===== src/hdl/rvt_pkg.sv =====
`default_nettype none
// ----------------------------------------------------------------------------
// rvt_pkg
// Shared types and constants of the 3-D voxel traversal block.
// ----------------------------------------------------------------------------
package rvt_pkg;

  localparam int AXES      = 3;
  localparam int OP_W      = 3;
  localparam int DIV_STEPS = 32;

  localparam logic [OP_W-1:0] OP_LAST = OP_W'(2 * AXES - 1);

  localparam logic        FUNC_START = 1'b0;
  localparam logic        FUNC_STEP  = 1'b1;
  localparam logic [15:0] START_T_RESET = 16'd1;

  typedef struct packed {
    logic            load_ray;
    logic            step;
    logic            div_start;
    logic            div_write;
    logic [OP_W-1:0] op;
    logic            out_load;
  } cmd_t;

  typedef struct packed {
    logic div_done;
    logic out_free;
  } status_t;

endpackage
`default_nettype wire


===== src/hdl/rvt_if.sv =====
`default_nettype none
// ----------------------------------------------------------------------------
// rvt_in_if / rvt_out_if
// Valid/ready channels for ray commands and traversal results.
// ----------------------------------------------------------------------------
interface rvt_in_if;
  logic               valid;
  logic               ready;
  logic               func;
  logic signed [31:0] origin_x;
  logic signed [31:0] origin_y;
  logic signed [31:0] origin_z;
  logic signed [15:0] dir_x;
  logic signed [15:0] dir_y;
  logic signed [15:0] dir_z;

  modport source (output valid, func, origin_x, origin_y, origin_z, dir_x, dir_y, dir_z,
                  input ready);
  modport sink   (input valid, func, origin_x, origin_y, origin_z, dir_x, dir_y, dir_z,
                  output ready);
endinterface

interface rvt_out_if;
  logic               valid;
  logic               ready;
  logic        [31:0] hit_t;
  logic signed [15:0] cell_x;
  logic signed [15:0] cell_y;
  logic signed [15:0] cell_z;

  modport source (output valid, hit_t, cell_x, cell_y, cell_z, input ready);
  modport sink   (input valid, hit_t, cell_x, cell_y, cell_z, output ready);
endinterface
`default_nettype wire


===== src/hdl/rvt_div.sv =====
`default_nettype none
// ----------------------------------------------------------------------------
// rvt_div
// Restoring divider, one quotient bit per cycle, 32-bit by 16-bit unsigned.
// ----------------------------------------------------------------------------
module rvt_div (
  input  wire logic        clk,
  input  wire logic        rst,
  input  wire logic        start,
  input  wire logic [31:0] num,
  input  wire logic [15:0] den,
  output logic             done,
  output logic [31:0]      quot
);
  import rvt_pkg::*;

  localparam int CNT_W = $clog2(DIV_STEPS + 1);

  logic [31:0]      n;
  logic [16:0]      rem;
  logic [CNT_W-1:0] cnt;
  logic             busy;
  logic [16:0]      trial;
  logic             fits;

  assign trial = {rem[15:0], n[31]};
  assign fits  = trial >= {1'b0, den};

  always_ff @(posedge clk) begin
    if (rst) begin
      busy <= 1'b0;
      done <= 1'b0;
      cnt  <= '0;
    end else begin
      done <= 1'b0;
      if (start) begin
        busy <= 1'b1;
        cnt  <= CNT_W'(DIV_STEPS);
      end else if (busy) begin
        cnt <= cnt - 1'b1;
        if (cnt == CNT_W'(1)) begin
          busy <= 1'b0;
          done <= 1'b1;
        end
      end
    end
  end

  always_ff @(posedge clk) begin
    if (start) begin
      n    <= num;
      rem  <= '0;
      quot <= '0;
    end else if (busy) begin
      n    <= {n[30:0], 1'b0};
      rem  <= fits ? trial - {1'b0, den} : trial;
      quot <= {quot[30:0], fits};
    end
  end
endmodule
`default_nettype wire


===== src/hdl/rvt_datapath.sv =====
`default_nettype none
// ----------------------------------------------------------------------------
// rvt_datapath
// Ray state, axis choice, crossing update, divider and output word register.
// ----------------------------------------------------------------------------
module rvt_datapath (
  input  wire logic           clk,
  input  wire logic           rst,
  input  wire rvt_pkg::cmd_t  cmd,
  output rvt_pkg::status_t    status,
  input  wire logic           cfg_we,
  input  wire logic [15:0]    cfg_data,
  rvt_in_if.sink              in,
  rvt_out_if.source           out
);
  import rvt_pkg::*;

  logic [15:0] start_t;
  logic [15:0] cell_pos   [AXES];
  logic [31:0] next_cross [AXES];
  logic [31:0] cross_step [AXES];
  logic [15:0] frac       [AXES];
  logic [15:0] mag        [AXES];
  logic        step_neg   [AXES];
  logic        active     [AXES];
  logic [31:0] current_t;

  logic [31:0] org [AXES];
  logic [15:0] dir [AXES];

  logic [1:0]  div_axis;
  logic [16:0] gap;
  logic [31:0] div_num;
  logic        div_done;
  logic [31:0] quot;

  logic        pick [AXES];
  logic [1:0]  sel;
  logic        any;
  logic [32:0] sum;
  logic [31:0] sat;

  logic        out_valid;

  assign org[0] = in.origin_x;
  assign org[1] = in.origin_y;
  assign org[2] = in.origin_z;
  assign dir[0] = in.dir_x;
  assign dir[1] = in.dir_y;
  assign dir[2] = in.dir_z;

  assign div_axis = cmd.op[2:1];

  always_comb begin
    if (step_neg[div_axis]) begin
      gap = (frac[div_axis] == 16'd0) ? 17'h10000 : {1'b0, frac[div_axis]};
    end else begin
      gap = 17'h10000 - {1'b0, frac[div_axis]};
    end
    div_num = cmd.op[0] ? {gap, 15'd0} : 32'h8000_0000;
  end

  rvt_div u_div (
    .clk   (clk),
    .rst   (rst),
    .start (cmd.div_start),
    .num   (div_num),
    .den   (mag[div_axis]),
    .done  (div_done),
    .quot  (quot)
  );

  always_comb begin
    pick[0] = active[0] && (!active[1] || next_cross[0] < next_cross[1])
                        && (!active[2] || next_cross[0] < next_cross[2]);
    pick[1] = !pick[0] && active[1] && (!active[2] || next_cross[1] < next_cross[2]);
    pick[2] = !pick[0] && !pick[1] && active[2];
    any     = pick[0] || pick[1] || pick[2];
    sel     = pick[0] ? 2'd0 : (pick[1] ? 2'd1 : 2'd2);
    sum     = {1'b0, next_cross[sel]} + {1'b0, cross_step[sel]};
    sat     = sum[32] ? 32'hFFFF_FFFF : sum[31:0];
  end

  always_ff @(posedge clk) begin
    if (rst) begin
      start_t   <= START_T_RESET;
      current_t <= '0;
      for (int k = 0; k < AXES; k++) begin
        cell_pos[k]   <= '0;
        next_cross[k] <= '0;
        cross_step[k] <= '0;
        step_neg[k]   <= 1'b0;
        active[k]     <= 1'b0;
      end
    end else begin
      if (cfg_we) begin
        start_t <= cfg_data;
      end
      if (cmd.load_ray) begin
        current_t <= {16'd0, start_t};
        for (int k = 0; k < AXES; k++) begin
          cell_pos[k]   <= org[k][31:16];
          next_cross[k] <= '0;
          cross_step[k] <= '0;
          step_neg[k]   <= dir[k][15];
          active[k]     <= dir[k] != 16'd0;
        end
      end
      if (cmd.div_write && active[div_axis]) begin
        if (cmd.op[0]) begin
          next_cross[div_axis] <= quot;
        end else begin
          cross_step[div_axis] <= quot;
        end
      end
      if (cmd.step && any) begin
        current_t       <= next_cross[sel];
        next_cross[sel] <= sat;
        cell_pos[sel]   <= step_neg[sel] ? cell_pos[sel] - 16'd1 : cell_pos[sel] + 16'd1;
      end
    end
  end

  always_ff @(posedge clk) begin
    if (cmd.load_ray) begin
      for (int k = 0; k < AXES; k++) begin
        frac[k] <= org[k][15:0];
        mag[k]  <= dir[k][15] ? 16'd0 - dir[k] : dir[k];
      end
    end
  end

  // result of a step leaves with the updated state
  always_ff @(posedge clk) begin
    if (rst) begin
      out_valid <= 1'b0;
    end else if (cmd.out_load) begin
      out_valid <= 1'b1;
    end else if (out.ready) begin
      out_valid <= 1'b0;
    end
  end

  always_ff @(posedge clk) begin
    if (cmd.out_load) begin
      if (cmd.step && any) begin
        out.hit_t <= next_cross[sel];
        out.cell_x <= (sel == 2'd0) ? (step_neg[0] ? cell_pos[0] - 16'd1 : cell_pos[0] + 16'd1)
                                    : cell_pos[0];
        out.cell_y <= (sel == 2'd1) ? (step_neg[1] ? cell_pos[1] - 16'd1 : cell_pos[1] + 16'd1)
                                    : cell_pos[1];
        out.cell_z <= (sel == 2'd2) ? (step_neg[2] ? cell_pos[2] - 16'd1 : cell_pos[2] + 16'd1)
                                    : cell_pos[2];
      end else begin
        out.hit_t  <= current_t;
        out.cell_x <= cell_pos[0];
        out.cell_y <= cell_pos[1];
        out.cell_z <= cell_pos[2];
      end
    end
  end

  assign out.valid       = out_valid;
  assign status.out_free = !out_valid || out.ready;
  assign status.div_done = div_done;
endmodule
`default_nettype wire


===== src/hdl/rvt_ctrl.sv =====
`default_nettype none
// ----------------------------------------------------------------------------
// rvt_ctrl
// Sequencer: accepts words, runs six divisions per ray start, loads results.
// ----------------------------------------------------------------------------
module rvt_ctrl (
  input  wire logic             clk,
  input  wire logic             rst,
  input  wire logic             in_valid,
  input  wire logic             in_func,
  output logic                  in_ready,
  input  wire rvt_pkg::status_t status,
  output rvt_pkg::cmd_t         cmd
);
  import rvt_pkg::*;

  typedef enum logic [3:0] {
    S_IDLE  = 4'b0001,
    S_ISSUE = 4'b0010,
    S_DIV   = 4'b0100,
    S_OUT   = 4'b1000
  } state_t;

  state_t          state, state_next;
  logic [OP_W-1:0] op, op_next;

  always_comb begin
    state_next = state;
    op_next    = op;
    in_ready   = 1'b0;
    cmd        = '0;
    cmd.op     = op;
    unique case (state)
      S_IDLE: begin
        in_ready = status.out_free;
        if (in_valid && status.out_free) begin
          if (in_func == FUNC_STEP) begin
            cmd.step     = 1'b1;
            cmd.out_load = 1'b1;
          end else begin
            cmd.load_ray = 1'b1;
            op_next      = '0;
            state_next   = S_ISSUE;
          end
        end
      end
      S_ISSUE: begin
        cmd.div_start = 1'b1;
        state_next    = S_DIV;
      end
      S_DIV: begin
        if (status.div_done) begin
          cmd.div_write = 1'b1;
          if (op == OP_LAST) begin
            state_next = S_OUT;
          end else begin
            op_next    = op + 1'b1;
            state_next = S_ISSUE;
          end
        end
      end
      S_OUT: begin
        cmd.out_load = 1'b1;
        state_next   = S_IDLE;
      end
      default: state_next = S_IDLE;
    endcase
  end

  always_ff @(posedge clk) begin
    if (rst) begin
      state <= S_IDLE;
      op    <= '0;
    end else begin
      state <= state_next;
      op    <= op_next;
    end
  end
endmodule
`default_nettype wire


===== src/hdl/ray_voxel_traversal_3d.sv =====
`default_nettype none
// ----------------------------------------------------------------------------
// ray_voxel_traversal_3d
// Amanatides-Woo grid walk along a ray in Q16.16 fixed point.
// ----------------------------------------------------------------------------
// A step word (func 1) is handled in the cycle it is accepted and its result word
// is available the next cycle; a new word is accepted whenever the block is idle
// and the output register is free. A start word (func 0) runs six divisions (per
// axis, the per-cell t and the first crossing) on one shared restoring divider at
// one bit per cycle, and accepts no new word until its result has been loaded.
// start_t may be written through cfg_we/cfg_data while the block is idle.
module ray_voxel_traversal_3d (
  input  wire logic        clk,
  input  wire logic        rst,
  input  wire logic        cfg_we,
  input  wire logic [15:0] cfg_data,
  rvt_in_if.sink           in,
  rvt_out_if.source        out
);
  import rvt_pkg::*;

  cmd_t    cmd;
  status_t status;

  rvt_ctrl u_ctrl (
    .clk      (clk),
    .rst      (rst),
    .in_valid (in.valid),
    .in_func  (in.func),
    .in_ready (in.ready),
    .status   (status),
    .cmd      (cmd)
  );

  rvt_datapath u_dp (
    .clk      (clk),
    .rst      (rst),
    .cmd      (cmd),
    .status   (status),
    .cfg_we   (cfg_we),
    .cfg_data (cfg_data),
    .in       (in),
    .out      (out)
  );
endmodule
`default_nettype wire


===== src/flat_wrapper.sv =====
// flat-port wrapper written by rule: the top's interface ports become plain ports
module ray_voxel_traversal_3d_flat import rvt_pkg::*;
  (clk, rst, cfg_we, cfg_data, in_valid, in_func, in_origin_x, in_origin_y, in_origin_z, in_dir_x, in_dir_y, in_dir_z, in_ready, out_valid, out_hit_t, out_cell_x, out_cell_y, out_cell_z, out_ready);
  rvt_in_if in_i ();
  rvt_out_if out_i ();
  input  wire logic clk;
  input  wire logic rst;
  input  wire logic cfg_we;
  input  wire logic [15:0] cfg_data;
  input wire logic [$bits(in_i.valid)-1:0] in_valid;
  input wire logic [$bits(in_i.func)-1:0] in_func;
  input wire logic [$bits(in_i.origin_x)-1:0] in_origin_x;
  input wire logic [$bits(in_i.origin_y)-1:0] in_origin_y;
  input wire logic [$bits(in_i.origin_z)-1:0] in_origin_z;
  input wire logic [$bits(in_i.dir_x)-1:0] in_dir_x;
  input wire logic [$bits(in_i.dir_y)-1:0] in_dir_y;
  input wire logic [$bits(in_i.dir_z)-1:0] in_dir_z;
  output wire logic [$bits(in_i.ready)-1:0] in_ready;
  output wire logic [$bits(out_i.valid)-1:0] out_valid;
  output wire logic [$bits(out_i.hit_t)-1:0] out_hit_t;
  output wire logic [$bits(out_i.cell_x)-1:0] out_cell_x;
  output wire logic [$bits(out_i.cell_y)-1:0] out_cell_y;
  output wire logic [$bits(out_i.cell_z)-1:0] out_cell_z;
  input wire logic [$bits(out_i.ready)-1:0] out_ready;
  assign in_i.valid = in_valid;
  assign in_i.func = in_func;
  assign in_i.origin_x = in_origin_x;
  assign in_i.origin_y = in_origin_y;
  assign in_i.origin_z = in_origin_z;
  assign in_i.dir_x = in_dir_x;
  assign in_i.dir_y = in_dir_y;
  assign in_i.dir_z = in_dir_z;
  assign in_ready = in_i.ready;
  assign out_valid = out_i.valid;
  assign out_hit_t = out_i.hit_t;
  assign out_cell_x = out_i.cell_x;
  assign out_cell_y = out_i.cell_y;
  assign out_cell_z = out_i.cell_z;
  assign out_i.ready = out_ready;
  ray_voxel_traversal_3d u_core (.clk(clk), .rst(rst), .cfg_we(cfg_we), .cfg_data(cfg_data), .in(in_i), .out(out_i));
endmodule

===== config.mk =====
export PLATFORM = sky130hd
export DESIGN_NAME = ray_voxel_traversal_3d_flat
export DESIGN_NICKNAME = d
export VERILOG_FILES = /design/src/hdl/rvt_pkg.sv /design/src/hdl/rvt_if.sv /design/src/hdl/rvt_div.sv /design/src/hdl/rvt_datapath.sv /design/src/hdl/rvt_ctrl.sv /design/src/hdl/ray_voxel_traversal_3d.sv /design/src/flat_wrapper.sv
export SDC_FILE = /design/constraint.sdc
export NUM_CORES = 1
export LEC_CHECK = 0
export BUFFER_PORTS_ARGS = -buffer_cell sky130_fd_sc_hd__buf_2
export CORE_ASPECT_RATIO = 1.2
export CORE_UTILIZATION = 38
export CTS_CLUSTER_SIZE = 24
export DETAILED_ROUTE_END_ITERATION = 10
export MAX_ROUTING_LAYER = met4
export PLACE_DENSITY_LB_ADDON = 0.08
export SLEW_MARGIN = 20
export SYNTH_ARGS = -nofsm -noshare
export SYNTH_HDL_FRONTEND = slang
export SYNTH_SLANG_ARGS = --single-unit

===== constraint.sdc =====
create_clock -name clk -period 6.6 [get_ports clk]
set_clock_uncertainty 0.1 [all_clocks]
set_input_delay 1.65 -clock clk [delete_from_list [all_inputs] [get_ports clk]]
set_output_delay 1.65 -clock clk [all_outputs]
set_load 0.01 [all_outputs]

==> flow_summary.ini <==
[power]
switchingPower_w = 0.00309
powerDensity_nw_per_um2 = 282
swShare_pct = 30.6
intPower_w = 0.00700
p_seq_share_pct = 41.9
cellLeakagePower_nw = 14.8
comb_power_share_pct = 24.1
ir_drop_v = 0.000226
clock_power_share_pct = 34.1

[clocking]
ctsHtreeMaxLevel = 2
numCtsBuffers = 61
clk_latency_ns = 0.64
cts_buffer_depth = 3
root_buffer = clkbuf_16
clk_pin_slew_ns = 0.06
cts_tree = yes
cts.sinks = 553

[routing]
drc = 0
drt_iter0_markers = 1405
dr.pass1.iters = 5
wl_um = 92300
highest_layer = met4
wl_met2_um = 45700
via_count = 23400
wl_per_cell_um = 21.1
wl_met1_um = 40700
vias_per_cell = 5.34
wl_met3_um = 3660
detail-route-antenna-nets = 0

[floorplan]
die_h_um = 314
coreArea_um2 = 79600
dieArea_um2 = 82100
rows = 113
start_util_pct = 38.6
die_width_um = 262
ios = 248

[yosys]
synth_top_family_by_area = compound AO/OA/AOI/OAI gates
yosysTopAreaCellShare_pct = 42.9
synthArstFlopShare_pct = 0
postSynthAreaPerCell_um2 = 10.2
synth.yosys.seq_area_share_pct = 50.3
synth_edf_count = 439
synth.net_count = 3387
yosys_warnings = 0
synthMuxAreaShare_pct = 4.44
synth_seq_cells = 553
yosys-top-cells-area = edfxtp_1, ha_1, dfxtp_1
synthAdderAreaFrac_pct = 8.73
synth_area_um2 = 30800
post_synth_num_cell_types = 77
synth_xor_area_share_pct = 4.24
yosysTopAreaCell = edfxtp_1
synth_compound_area_share_pct = 14.6
yosys.area_share.simple_pct = 14.2
ys.flop_type = edfxtp_1
syn_inst = 3010

[setup_path]
cp_num_buf_inv = 2
endpoint_kind = flop
cp_slowest_cell = o21ai_0
critPathTopFamily = compound AO/OA/AOI/OAI gates
start_kind = flop
arrival_ns = 6.43
crit_top_cell = o21ai_1
crit_required_ns = 6.87
crit_fanout = 17
max_stage_delay_ns = 0.53
path_cells = ha_1 > nand2_1 > o21ai_0 > a21oi_1 > o21ai_1 > nand4_1 > buf_4 > and2_2 > o21ai_0 > ha_1 > nor2b_1 > o21ai_1 > a21boi_1 > o21ai_1 > a21oi_1 > a221oi_2 > o21ai_2 > buf_4 > a2111oi_0 > o41ai_1 > xor2_1 > o22ai_1 > nor2_1
crit_type = flop to flop

[place]
post-place-ws_ns = -0.169
hpwlAfterDp_um = 68200
dp_cells = 4261
finalWeightedCongestion = 0.919
portBuffers = 247

[sta]
hold_violations = 0
slew_violations = 0
fmax_ghz = 0.163
worst-slew-pin-transition_ns = 1.02
period_needed_ns = 6.15
finalSetupTns_ns = 0
max-slew-margin-rel_pct = 31.8
fin_crit_sh_pct = 93.2
rsz0062_at_grt = false
fin_ws_ns = 0.446
finalSetupViolations = 0
hold_slack_ns = 0.352

[global_route]
grt_overflow = 0
antenna_found_initial = 3
grt_pass1_vias = 23300
grt_pass1_wl_um = 139000
grt_max_degree = 116
grt_usage_pct = 23.0

[hold_path]
hold_class = flop to flop

[cells_and_area]
final_common_cell = edfxtp_1
drive_above_1_share_pct = 14.9
syn_to_final_growth_pct = 16.4
layout.nets = 3671
fill_cells = 7538
fin_cells = 4384
final_cell_mix = edfxtp_1, nand2_1, nor2_1

[status]
outcome = completed

[job]
maxCapViolations = 0
==> synth_stat cells (68+ instances only) <==
cell type / number
edfxtp_1: 439
nand2_1: 355
nor2_1: 282
a21oi_1: 226
o21ai_0: 212
ha_1: 205
inv_1: 136
mux2i_1: 133
dfxtp_1: 114
xnor2_1: 108
clkbuf_1: 102
and3_1: 81
and2_1: 68
==> what timing repair did <==
| item | in CTS | in global routing |
|---|---|---|
| hold buffers | 0 | 0 |
| cloned | 0 | 1 |
| buffers inserted | 0 | 4 |
| pin swaps | 1 | 4 |
| resized for setup | 2 | 8 |
| setup endpoints to repair | 18 | 43 |
==> final cells by class <==
cell class                      count  area [µm²]  area share (%)
Tap cell                         1035        1290            3.62
Inverter                          137         515            1.44
Clock buffer                       92        1800            5.04
Timing Repair Buffer              359        2150            6.01
Antenna cell                        3        7.51          0.0210
Clock inverter                     23         210           0.587
Multi-Input combinational cell   2182       14300            40.1
Sequential cell                   553       15500            43.2
==> kinds of logic (layout without fill, tap and decap cells) <==
group	Yosys count	after routing
AO/OA/AOI/OAI	730	730
AND/OR/NAND/NOR	955	956
adder cells (fa/ha/maj)	211	211
buffers and inverters	276	611
other	0	3
multiplexers	136	136
XOR/XNOR	149	149
flip-flops	553	553
==> power groups by stage <==
stage	clock (W)	combinational, W	sequential, W
after global placement	0	0.00241	0.00429
after floorplan	0	0.00164	0.00424
final	0.00344	0.00243	0.00422
after detailed placement	0	0.00243	0.00429
after global routing	0.00365	0.00270	0.00425
after CTS	0.00352	0.00244	0.00422
==> registers in the layout, summed over array words and instances (netlist names), 3 cells and up, named ones only <==
| register | cells |
|---|---|
| u_core.u_dp.cross_step | 96 |
| u_core.u_dp.active | 3 |
| u_core.u_dp.next_cross | 96 |
| u_core.u_dp.u_div.rem | 16 |
| u_core.u_dp.mag | 48 |
| u_core.u_dp.u_div.quot | 32 |
| u_core.u_ctrl.state | 4 |
| u_core.u_dp.u_div.cnt | 6 |
| u_core.u_dp.out.cell_y | 16 |
| u_core.u_dp.out.cell_x | 16 |
| u_core.u_dp.u_div.n | 17 |
| u_core.u_dp.start_t | 16 |
| u_core.u_dp.current_t | 32 |
| u_core.u_dp.step_neg | 3 |
| u_core.u_dp.out.hit_t | 32 |
| u_core.u_dp.out.cell_z | 16 |
| u_core.u_dp.frac | 48 |
| u_core.u_dp.cell_pos | 48 |
| u_core.u_ctrl.op | 3 |
==> worst reg2reg max path, delay by kind of cell (launching register included) <==
kind,cells,cell delay [ns]
fa+ha+maj,2,0.70
compound gates,13,3.22
buf+inv,2,0.42
xor+xnor,1,0.16
simple gates,5,0.88
flops,1,0.42
==> path summary, 6_finish.rpt <==
path                                                   start                                          end  slack (ns)  cells after the start
setup reg to reg  u_core.u_dp.next_cross[0][2]$_SDFFCE_PN0P_  u_core.u_dp.next_cross[2][30]$_SDFFCE_PN0P_        0.45                     23
hold / removal        u_core.u_dp.u_div.rem[15]$_SDFFE_PP0P_       u_core.u_dp.u_div.rem[15]$_SDFFE_PP0P_        0.35                      2
hold reg to reg       u_core.u_dp.u_div.rem[15]$_SDFFE_PP0P_       u_core.u_dp.u_div.rem[15]$_SDFFE_PP0P_        0.35                      2
setup / recovery  u_core.u_dp.next_cross[0][2]$_SDFFCE_PN0P_  u_core.u_dp.next_cross[2][30]$_SDFFCE_PN0P_        0.45                     23
==> metal layers <==
metal	track usage (%)	vias to the layer above
met4	5.19	0
li1	-	11500
met2	39.3	492
met5	-	-
met3	2.40	121
met1	29.1	11300
==> metrics by stage <==
step	util [%]	cell area, µm²	power, W
after floorplan	-	30800	0.00588
after global placement	42.3	33700	0.00670
after detailed placement	42.3	33700	0.00672
after CTS	44.9	35700	0.0102
after global routing	45.0	35800	0.0106
final	45.0	35800	0.0101
Note: power is estimated with default switching activity, not from simulation.
